`src/hdl/ffba_pkg.sv`:
```
// Shared constants, types and command/status bundles for the first-fit block allocator.
package ffba_pkg;

   localparam int POOL_BYTES   = 65536;
   localparam int HEADER_BYTES = 24;
   localparam int ALIGN_BYTES  = 8;
   localparam int ALIGN_SHIFT  = $clog2(ALIGN_BYTES);

   localparam int AMOUNT_W = 17;
   localparam int ADDR_W   = 16;
   localparam int STATUS_W = 2;

   // One header slot per aligned offset of the pool.
   localparam int DEPTH  = POOL_BYTES / ALIGN_BYTES;
   localparam int IDX_W  = $clog2(DEPTH);
   localparam int POS_W  = $clog2(POOL_BYTES + 1);
   localparam int NEED_W = $clog2((2 ** AMOUNT_W) + HEADER_BYTES + 1);
   localparam int CMP_W  = (NEED_W > POS_W) ? NEED_W : POS_W;
   localparam int HIT_W  = ((POS_W > ADDR_W) ? POS_W : ADDR_W) + 1;

   localparam logic ACT_ALLOC = 1'b0;
   localparam logic ACT_FREE  = 1'b1;

   typedef enum logic [STATUS_W-1:0] {
      ST_DONE     = 2'd0,
      ST_NO_SPACE = 2'd1,
      ST_ZERO     = 2'd2,
      ST_BAD_FREE = 2'd3
   } status_type;

   typedef struct packed {
      logic             free;
      logic [POS_W-1:0] size;
   } entry_type;

   typedef enum logic [3:0] {
      S_INIT,
      S_IDLE,
      S_CHECK,
      S_WAIT,
      S_EXAM,
      S_SPLIT,
      S_NWAIT,
      S_MERGE,
      S_RESP
   } state_type;

   typedef struct packed {
      logic       init_wr;
      logic       load;
      logic       advance;
      logic       take;
      logic       split_wr;
      logic       hit_latch;
      logic       merge_wr;
      logic       set_status;
      status_type status_code;
   } cmd_type;

   typedef struct packed {
      logic is_free;
      logic zero_req;
      logic null_free;
      logic fit;
      logic do_split;
      logic hit_free;
      logic at_end;
   } stat_type;

endpackage

```
`src/hdl/ffba_ctrl.sv`:
```
// Controller: sequences header init, the block walk, split, merge and the result strobe.
module ffba_ctrl (
   input  logic                clock,
   input  logic                reset,
   input  logic                start,
   input  ffba_pkg::stat_type  stat,
   output ffba_pkg::cmd_type   cmd,
   output logic                busy,
   output logic                rsp_strobe
);
   import ffba_pkg::*;

   state_type state_ff;
   state_type state_in;

   always_ff @(posedge clock) begin
      if (reset) begin
         state_ff <= S_INIT;
      end else begin
         state_ff <= state_in;
      end
   end

   always_comb begin
      state_in        = state_ff;
      cmd             = '0;
      cmd.status_code = ST_DONE;
      busy            = (state_ff != S_IDLE);
      rsp_strobe      = 1'b0;
      unique case (state_ff)
         S_INIT: begin
            cmd.init_wr = 1'b1;
            state_in    = S_IDLE;
         end
         S_IDLE: begin
            if (start) begin
               cmd.load = 1'b1;
               state_in = S_CHECK;
            end
         end
         S_CHECK: begin
            if (!stat.is_free && stat.zero_req) begin
               cmd.set_status  = 1'b1;
               cmd.status_code = ST_ZERO;
               state_in        = S_RESP;
            end else if (stat.is_free && stat.null_free) begin
               cmd.set_status  = 1'b1;
               cmd.status_code = ST_DONE;
               state_in        = S_RESP;
            end else begin
               state_in = S_WAIT;
            end
         end
         S_WAIT: begin
            state_in = S_EXAM;
         end
         S_EXAM: begin
            if (!stat.is_free) begin
               if (stat.fit) begin
                  cmd.take        = 1'b1;
                  cmd.set_status  = 1'b1;
                  cmd.status_code = ST_DONE;
                  state_in        = stat.do_split ? S_SPLIT : S_RESP;
               end else if (stat.at_end) begin
                  cmd.set_status  = 1'b1;
                  cmd.status_code = ST_NO_SPACE;
                  state_in        = S_RESP;
               end else begin
                  cmd.advance = 1'b1;
                  state_in    = S_WAIT;
               end
            end else begin
               if (stat.hit_free) begin
                  cmd.hit_latch = 1'b1;
                  state_in      = S_NWAIT;
               end else if (stat.at_end) begin
                  cmd.set_status  = 1'b1;
                  cmd.status_code = ST_BAD_FREE;
                  state_in        = S_RESP;
               end else begin
                  cmd.advance = 1'b1;
                  state_in    = S_WAIT;
               end
            end
         end
         S_SPLIT: begin
            cmd.split_wr = 1'b1;
            state_in     = S_RESP;
         end
         S_NWAIT: begin
            state_in = S_MERGE;
         end
         S_MERGE: begin
            cmd.merge_wr    = 1'b1;
            cmd.set_status  = 1'b1;
            cmd.status_code = ST_DONE;
            state_in        = S_RESP;
         end
         S_RESP: begin
            rsp_strobe = 1'b1;
            state_in   = S_IDLE;
         end
         default: begin
            state_in = S_IDLE;
         end
      endcase
   end

endmodule

```
`config.mk`:
```
export PLATFORM = sky130hd
export DESIGN_NAME = ffba_ctrl
export DESIGN_NICKNAME = d
export VERILOG_FILES = /design/src/hdl/ffba_pkg.sv /design/src/hdl/ffba_ctrl.sv
export SDC_FILE = /design/constraint.sdc
export NUM_CORES = 1
export LEC_CHECK = 0
export BUFFER_PORTS_ARGS = -buffer_cell sky130_fd_sc_hd__buf_2
export CORE_AREA = 2 2 39 41
export CTS_CLUSTER_SIZE = 30
export DETAILED_ROUTE_END_ITERATION = 12
export DIE_AREA = 0 0 41 43
export GPL_TIMING_DRIVEN = 0
export SYNTH_ARGS = -nofsm -noshare
export SYNTH_HDL_FRONTEND = slang
export SYNTH_SLANG_ARGS = --single-unit
```
`constraint.sdc`:
```
create_clock -name clock -period 1 [get_ports clock]
set_input_delay 0.1 -clock clock [delete_from_list [all_inputs] [get_ports clock]]
set_output_delay 0.1 -clock clock [all_outputs]
set_load 0.05 [all_outputs]
```
==> metrics.txt, run 1 <==
# TYPE chip_impl_metric gauge
chip_impl_metric{name="post-route-util",unit="%"} 76.22
chip_impl_metric{name="firstDrtPassIters",unit=""} 4
chip_impl_metric{name="cts_buffers",unit=""} 3
chip_impl_metric{name="grt-ovfl-total",unit=""} 0
chip_impl_metric{name="r2r_slack",unit="ns"} -0.43
chip_impl_metric{name="flow.area_growth_from_synthesis",unit="%"} 146.5
chip_impl_metric{name="clkTransAtPathRegs",unit="ns"} 0.05
chip_impl_info{name="hold_end",value="state_ff[0]"} 1
chip_impl_info{name="violations",value="setup timing"} 1
chip_impl_metric{name="core_region_area",unit="um2"} 1384
chip_impl_metric{name="number_of_placed_i_o_pins",unit=""} 22
chip_impl_metric{name="dp.final_hpwl",unit="um"} 954.1
chip_impl_info{name="registers.top_by_ff_count",value="state_ff"} 1
chip_impl_metric{name="number_of_global_route_vias_before_repair",unit=""} 687
chip_impl_metric{name="numPortBuffers",unit=""} 20
chip_impl_metric{name="rr_worst_depth",unit=""} 7
chip_impl_info{name="crit_path_start_kind",value="flip-flop"} 1
chip_impl_metric{name="die_boundary_height",unit="um"} 43
chip_impl_metric{name="rows",unit=""} 14
chip_impl_metric{name="finalHoldViolCount",unit=""} 0
chip_impl_metric{name="worst-endpoint-arrival",unit="ns"} 1.44
chip_impl_metric{name="wl_per_cell",unit="um"} 14.94
chip_impl_metric{name="post_dr_vias_cell",unit=""} 5.444
chip_impl_metric{name="final-setup-viol-count",unit=""} 16
chip_impl_metric{name="pleak",unit="uW"} 0.0004624
chip_impl_info{name="worstReg2RegEnd",value="state_ff[1]"} 1
chip_impl_metric{name="fin_setup_tns",unit="ns"} -6.440
chip_impl_metric{name="max_stage_delay",unit="ns"} 0.34
chip_impl_metric{name="max_cap_viol_count",unit=""} 0
chip_impl_metric{name="num-fill-cells",unit=""} 101
chip_impl_metric{name="postCtsHoldBufs",unit=""} 0
chip_impl_metric{name="synth-warning-count",unit=""} 0
chip_impl_metric{name="total_wire_length",unit="um"} 1882
chip_impl_metric{name="clock-sinks",unit=""} 4
chip_impl_metric{name="maxClockFrequency",unit="GHz"} 0.6482
chip_impl_metric{name="clock_insertion_delay_worst_skew",unit="ns"} 0.24
chip_impl_metric{name="min_path_cells",unit=""} 2
chip_impl_info{name="timing.setup.critical_path_class",value="flip-flop to primary output"} 1
chip_impl_metric{name="clockBufferDepth",unit=""} 2
chip_impl_metric{name="synthAdderAreaFrac",unit="%"} 0
chip_impl_metric{name="drive_above_1_share",unit="%"} 70.91
chip_impl_metric{name="clock-skew-final",unit="ns"} 0.006819
chip_impl_metric{name="max_slew_margin",unit="%"} 71.01
chip_impl_info{name="most-common-layout-cells",value="sky130_fd_sc_hd__buf_4 (16), sky130_fd_sc_hd__buf_6 (14), sky130_fd_sc_hd__buf_2 (9)"} 1
chip_impl_metric{name="synth.net_count",unit=""} 74
chip_impl_info{name="path_common_cell",value="sky130_fd_sc_hd__buf_6"} 1
chip_impl_metric{name="die_area",unit="um2"} 1763
chip_impl_metric{name="n_diodes",unit=""} 0
chip_impl_metric{name="worst-path-max-fanout",unit=""} 7
chip_impl_info{name="end_kind",value="primary output"} 1
chip_impl_metric{name="min_period_over_period",unit="%"} 154.3
chip_impl_metric{name="synth_xor_area_share",unit="%"} 0
chip_impl_metric{name="synth.mux.area_fraction",unit="%"} 2.339
chip_impl_metric{name="antenna_violating_nets_post_route",unit=""} 0
chip_impl_metric{name="pin_count_of_the_biggest_net_entering_global_routing",unit=""} 10
chip_impl_metric{name="synth_simple_gate_area_share",unit="%"} 46.78
chip_impl_info{name="min_from",value="reset"} 1
chip_impl_metric{name="syn-mean-instance-area",unit="um2"} 6.686
chip_impl_info{name="dominant_combinational_cell_family_by_area_after_synthesis",value="simple AND/OR/NAND/NOR gates"} 1
chip_impl_metric{name="yosysSeqAreaShare",unit="%"} 18.71
chip_impl_metric{name="gp_routability_congestion",unit=""} 0.7059
chip_impl_metric{name="detail_route.iter0.violations",unit=""} 16
chip_impl_info{name="root_buffer",value="sky130_fd_sc_hd__clkbuf_4"} 1
chip_impl_info{name="rsz_0062_raised_after_global_routing",value="yes"} 1
chip_impl_metric{name="initial_core_util",unit="%"} 30.92
chip_impl_metric{name="drv_slew",unit=""} 0
chip_impl_metric{name="detailroute.via_count",unit=""} 686
chip_impl_info{name="worst_hold_check_path_type",value="input port to flip-flop"} 1
chip_impl_metric{name="synth_cell_types",unit=""} 31
chip_impl_info{name="mostFrequentLayoutCell",value="sky130_fd_sc_hd__buf_4"} 1
chip_impl_metric{name="cts_htree_levels",unit=""} 1
chip_impl_metric{name="worst_pin_slew",unit="ns"} 0.4228
chip_impl_metric{name="global_route_wire_length_before_repair",unit="um"} 2704
chip_impl_metric{name="grt_antenna_before_repair",unit=""} 0
chip_impl_metric{name="finish.net_count",unit=""} 121
chip_impl_info{name="crit_path_start",value="state_ff[1]"} 1
chip_impl_metric{name="vdd_ir_drop_max",unit="uV"} 544.0
chip_impl_metric{name="grt.total_usage",unit="%"} 21.46
chip_impl_metric{name="min_period",unit="ns"} 1.543
chip_impl_metric{name="dp_worst_setup_slack",unit="ns"} -0.4242
chip_impl_metric{name="detail_route.drc_violations",unit=""} 0
chip_impl_metric{name="postSynthCellCount",unit=""} 64
chip_impl_metric{name="number_of_flip_flops_in_the_largest_register",unit=""} 4
chip_impl_metric{name="fin_ws",unit="ns"} -0.5428
chip_impl_metric{name="critical_path_required",unit="ns"} 0.90
chip_impl_info{name="outcome",value="finished with violations"} 1
chip_impl_info{name="cts_tree",value="built"} 1
chip_impl_info{name="leading_registers_by_flop_count",value="state_ff (4)"} 1
chip_impl_metric{name="synth.cell_area",unit="um2"} 427.9
chip_impl_metric{name="power_per_cell_area",unit="nW/um2"} 652.0
chip_impl_metric{name="synth_seq_cells",unit=""} 4
chip_impl_metric{name="die_width",unit="um"} 41
chip_impl_info{name="timing.rr.start",value="state_ff[1]"} 1
chip_impl_metric{name="post_synthesis_compound_gate_area_fraction",unit="%"} 22.51
chip_impl_info{name="ordered_list_of_cells_on_the_worst_path",value="buf_6, buf_4, nand2b_4, nor4_4, or3_4, buf_6"} 1
chip_impl_info{name="worst_path_max_delay_cell",value="sky130_fd_sc_hd__or3_4"} 1
logic make-up after synthesis:
| logic type | count (synthesis) |
|---|---|
| muxes | 1 |
| and+or+nand+nor | 36 |
| AOI/OAI and AO/OA | 14 |
| buffers and inverters | 9 |
| DFF | 4 |
power by group:
| group | switching (uW) | internal [uW] | leakage (uW) |
|---|---|---|---|
| Sequential | 4.70 | 161 | 0.0000349 |
| Clock | 83.6 | 151 | 0.0000150 |
| Combinational | 156 | 132 | 0.000413 |
synthesized netlist by cell type, drive strengths merged:
master,instances,share of area [%]
dfxtp,4,19
nand3,3,3.5
nor3,2,3.5
nand3b,1,1.8
a21o,1,1.8
inv,5,4.4
and2,3,4.4
and3,2,2.9
o31ai,1,1.8
nor2,12,11
a21oi,2,2.3
buf,4,5.3
a211oi,1,1.8
nor4b,1,2.0
or3,2,4.1
a31oi,2,2.9
o21ai,2,2.3
nor4,2,2.9
a2bb2oi,1,2.0
o22ai,1,1.5
o2bb2ai,1,2.0
nand2b,1,1.5
a221oi,2,4.1
mux2i,1,2.3
nor2b,2,4.7
nand2,5,5.0
layout make-up:
type / instances / area (um2) / area share [%]
Sequential cell: 4 / 90.09 / 8.541
Tap cell: 16 / 20.02 / 1.898
Multi-Input combinational cell: 51 / 471.7 / 44.72
Buffer: 3 / 30.03 / 2.847
Inverter: 5 / 18.77 / 1.779
Clock buffer: 4 / 26.28 / 2.491
Timing Repair Buffer: 43 / 397.9 / 37.72
how the worst max path moves through the flow:
stage | end | slack, ns
2_1_floorplan | cmd[2] | -0.28
3_3_place_gp | cmd[2] | -0.43
3_5_place_dp | cmd[2] | -0.42
4_1_cts | cmd[2] | -0.52
5_1_grt | busy | -0.58
6_report | cmd[2] | -0.54
critical path, delay by kind of cell, from the launching register on:
| kind | cells | cell delay [ns] |
|---|---|---|
| buffers and inverters | 3 | 0.42 |
| flip-flops | 1 | 0.31 |
| AND/OR/NAND/NOR | 3 | 0.45 |
routing by layer:
layer	up-vias	GRT usage, %	part of all wire (%)
met1	319	25.00	42
met4	0	6.000	4.6
met5	-	0	0
li1	321	-	-
met3	11	4.712	6.2
met2	35	36.88	47
stage by stage:
stage,hold WS [ns],cell area (um2),power [uW],cells
after floorplan,0.1694,559.3,322.5,64
after global placement,0.2815,679.4,369.0,100
after detailed placement,0.2848,679.4,371.2,100
after CTS,0.02746,972.2,658.7,124
after global routing,0.03711,1055,721.6,126
final,0.03666,1055,687.7,126
timing repair:
action,4_1_cts,5_1_grt
pin swaps,5,11
cloned,1,0
setup endpoints to repair,16,16
endpoints found under the hold margin,0,0
gates resized for setup,34,18
buffers inserted,19,4
No activity file was read; power rests on OpenSTA's default activity.
==> inputs of run 2 (changes only) <==
==> constraint.sdc (replaced) <==
create_clock -name clock -period 1 [get_ports clock]
set_input_delay 0.05 -clock clock [delete_from_list [all_inputs] [get_ports clock]]
set_output_delay 0.05 -clock clock [all_outputs]
set_load 0.05 [all_outputs]
==> run 2 against run 1 <==
Against the previous run: the flow still finishes with violations (setup timing); global-route usage grew 2.4 points; clock power fell by 2%; via count shrank 3.4%; sequential power hardly changed; maximum frequency rose by 3.7%; first-iteration DRC count unchanged; register-to-register slack gained 0.04 ns; largest power group unchanged; highest routed layer is now met3; non-clock buffer count shrank 1.
==> metrics.txt, run 2 (same netlist as run 1, synthesis figures left out) <==
# TYPE chip_impl_metric gauge
chip_impl_metric{name="clkTransAtPathRegs",unit="ns"} 0.05
chip_impl_metric{name="finalNonFillerCells",unit=""} 125
chip_impl_metric{name="r2r_slack",unit="ns"} -0.39
chip_impl_info{name="rsz_0062_raised_after_global_routing",value="yes"} 1
chip_impl_info{name="min_from",value="stat[2]"} 1
chip_impl_metric{name="num-fill-cells",unit=""} 110
chip_impl_info{name="violations",value="setup timing"} 1
chip_impl_metric{name="n_diodes",unit=""} 0
chip_impl_metric{name="maxClockFrequency",unit="GHz"} 0.6725
chip_impl_info{name="timing.rr.start",value="state_ff[1]"} 1
chip_impl_metric{name="multi_input_area",unit="um2"} 469.2
chip_impl_metric{name="hold_slack",unit="ns"} 0.03480
chip_impl_metric{name="worst-path-max-fanout",unit=""} 5
chip_impl_info{name="crit_path_start_kind",value="flip-flop"} 1
chip_impl_metric{name="global_route_wire_length_before_repair",unit="um"} 2898
chip_impl_metric{name="detail_route.drc_violations",unit=""} 0
chip_impl_metric{name="placed_cells",unit=""} 100
chip_impl_metric{name="clock-skew-final",unit="ns"} 0.01295
chip_impl_info{name="mostFrequentLayoutCell",value="sky130_fd_sc_hd__buf_4"} 1
chip_impl_metric{name="final-setup-viol-count",unit=""} 16
chip_impl_info{name="crit_path_start",value="state_ff[2]"} 1
chip_impl_metric{name="finalHoldViolCount",unit=""} 0
chip_impl_metric{name="min_path_cells",unit=""} 2
chip_impl_metric{name="regArea",unit="um2"} 90.09
chip_impl_info{name="registers.top_by_ff_count",value="state_ff"} 1
chip_impl_metric{name="die_width",unit="um"} 41
chip_impl_metric{name="clock-sinks",unit=""} 4
chip_impl_metric{name="place_area",unit="um2"} 679.4
chip_impl_info{name="hold_end",value="state_ff[2]"} 1
chip_impl_metric{name="total_wire_length",unit="um"} 1840
chip_impl_metric{name="power_per_cell_area",unit="nW/um2"} 672.6
chip_impl_metric{name="pin_count_of_the_biggest_net_entering_global_routing",unit=""} 10
chip_impl_metric{name="drive_above_1_share",unit="%"} 71.56
chip_impl_metric{name="max_cap_viol_count",unit=""} 0
chip_impl_metric{name="worst-endpoint-arrival",unit="ns"} 1.44
chip_impl_info{name="outcome",value="finished with violations"} 1
chip_impl_metric{name="rr_worst_depth",unit=""} 7
chip_impl_metric{name="critical_path_required",unit="ns"} 0.95
chip_impl_metric{name="dp_worst_setup_slack",unit="ns"} -0.3927
chip_impl_metric{name="finish.net_count",unit=""} 120
chip_impl_metric{name="flow.area_growth_from_synthesis",unit="%"} 140.9
chip_impl_metric{name="number_of_flip_flops_in_the_largest_register",unit=""} 4
chip_impl_metric{name="number_of_placed_i_o_pins",unit=""} 22
chip_impl_metric{name="wl_per_cell",unit="um"} 14.72
chip_impl_metric{name="initial_core_util",unit="%"} 30.92
chip_impl_metric{name="die_boundary_height",unit="um"} 43
chip_impl_metric{name="grt.total_usage",unit="%"} 23.87
chip_impl_metric{name="p_total",unit="uW"} 693.5
chip_impl_info{name="ordered_list_of_cells_on_the_worst_path",value="nor2b_4, and3_4, or3_4, buf_8"} 1
chip_impl_metric{name="die_area",unit="um2"} 1763
chip_impl_info{name="worstReg2RegEnd",value="state_ff[2]"} 1
chip_impl_metric{name="drv_slew",unit=""} 0
chip_impl_metric{name="worst_pin_slew",unit="ns"} 0.3258
chip_impl_metric{name="vdd_ir_drop_max",unit="uV"} 336.3
chip_impl_metric{name="firstDrtPassIters",unit=""} 4
chip_impl_metric{name="cts_htree_levels",unit=""} 1
chip_impl_metric{name="post_dr_vias_cell",unit=""} 5.304
chip_impl_metric{name="clockBufferDepth",unit=""} 2
chip_impl_info{name="cts_tree",value="built"} 1
chip_impl_metric{name="pleak",unit="uW"} 0.0004436
chip_impl_metric{name="min_period",unit="ns"} 1.487
chip_impl_info{name="root_buffer",value="sky130_fd_sc_hd__clkbuf_4"} 1
chip_impl_metric{name="numPortBuffers",unit=""} 20
chip_impl_metric{name="antenna_violating_nets_post_route",unit=""} 0
chip_impl_metric{name="detail_route.iter0.violations",unit=""} 16
chip_impl_metric{name="number_of_global_route_vias_before_repair",unit=""} 697
chip_impl_metric{name="cts_buffers",unit=""} 3
chip_impl_info{name="leading_registers_by_flop_count",value="state_ff (4)"} 1
chip_impl_metric{name="detailroute.via_count",unit=""} 663
chip_impl_metric{name="gp_routability_congestion",unit=""} 0.7060
chip_impl_metric{name="grt_antenna_before_repair",unit=""} 0
chip_impl_info{name="worst_hold_check_path_type",value="input port to flip-flop"} 1
chip_impl_info{name="end_kind",value="primary output"} 1
chip_impl_metric{name="dp.final_hpwl",unit="um"} 972.2
chip_impl_metric{name="max_stage_delay",unit="ns"} 0.37
chip_impl_metric{name="final_area",unit="um2"} 1031
chip_impl_metric{name="grt-ovfl-total",unit=""} 0
chip_impl_metric{name="core_region_area",unit="um2"} 1384
chip_impl_info{name="worst_path_max_delay_cell",value="sky130_fd_sc_hd__dfxtp_4"} 1
chip_impl_metric{name="rows",unit=""} 14
chip_impl_metric{name="max_slew_margin",unit="%"} 77.66
chip_impl_metric{name="fin_ws",unit="ns"} -0.4871
chip_impl_metric{name="min_period_over_period",unit="%"} 148.7
chip_impl_info{name="timing.setup.critical_path_class",value="flip-flop to primary output"} 1
chip_impl_metric{name="clock_insertion_delay_worst_skew",unit="ns"} 0.24
chip_impl_info{name="most-common-layout-cells",value="sky130_fd_sc_hd__buf_4 (19), sky130_fd_sc_hd__buf_6 (11), sky130_fd_sc_hd__buf_2 (8)"} 1
## run 2: changes by cell type in the layout (fill, tap and decap cells not counted), sizes merged
cell | previous run | this run
buf | 46 | 44
dlygate4sd3 | 0 | 1
## run 2: per-layer routing
layer  GRT usage, %  wire length (um)  share of wire, %
met1          24.68               697                38
met2          45.63              1048                57
met3          3.141                94               5.1
met5              0                 0                 0
met4          6.000                 0                 0
## run 2: stage by stage
step	utilization [%]	setup TNS (ns)
after global placement	49.10	-3.253
after CTS	71.43	-5.779
after detailed placement	49.10	-3.319
after floorplan	-	-1.494
after global routing	74.50	-6.713
final	74.50	-5.929
## run 2: critical path, delay by kind of cell (launching register included)
family	cells	cell delay, ns
buffers and inverters	1	0.16
DFF	1	0.37
and+or+nand+nor	3	0.66
## run 2: timing repair
item                                    4_1_cts  5_1_grt
hold buffers                                  1        0
buffers inserted                             19        2
resized for setup                            39        9
hold endpoints to repair                      1        0
pin swaps                                     9        5
gates cloned                                  0        0
endpoints found under the setup margin       16       16
## run 2: power breakdown
part / total [uW] / switching, uW / leakage (uW) / internal (uW)
Sequential: 166 / 4.67 / 0.0000349 / 161
Clock: 231 / 80.2 / 0.0000150 / 151
Combinational: 297 / 158 / 0.000394 / 139
Total: 693 / 243 / 0.000444 / 451
## run 2: worst max path at each step
stage                     endpoint  slack (ns)  depth (start not counted)
after floorplan             cmd[2]       -0.23                          3
after global placement      cmd[2]       -0.38                          5
after detailed placement    cmd[2]       -0.39                          6
after CTS                   cmd[2]       -0.47                          6
after global routing        cmd[2]       -0.52                          6
final                       cmd[2]       -0.49                          4
## run 2: final cells by class
type,count,area share (%)
Inverter,5,1.820
Sequential cell,4,8.738
Multi-Input combinational cell,51,45.51
Clock buffer,4,2.549
Buffer,3,2.913
Timing Repair Buffer,42,36.53
Tap cell,16,1.942
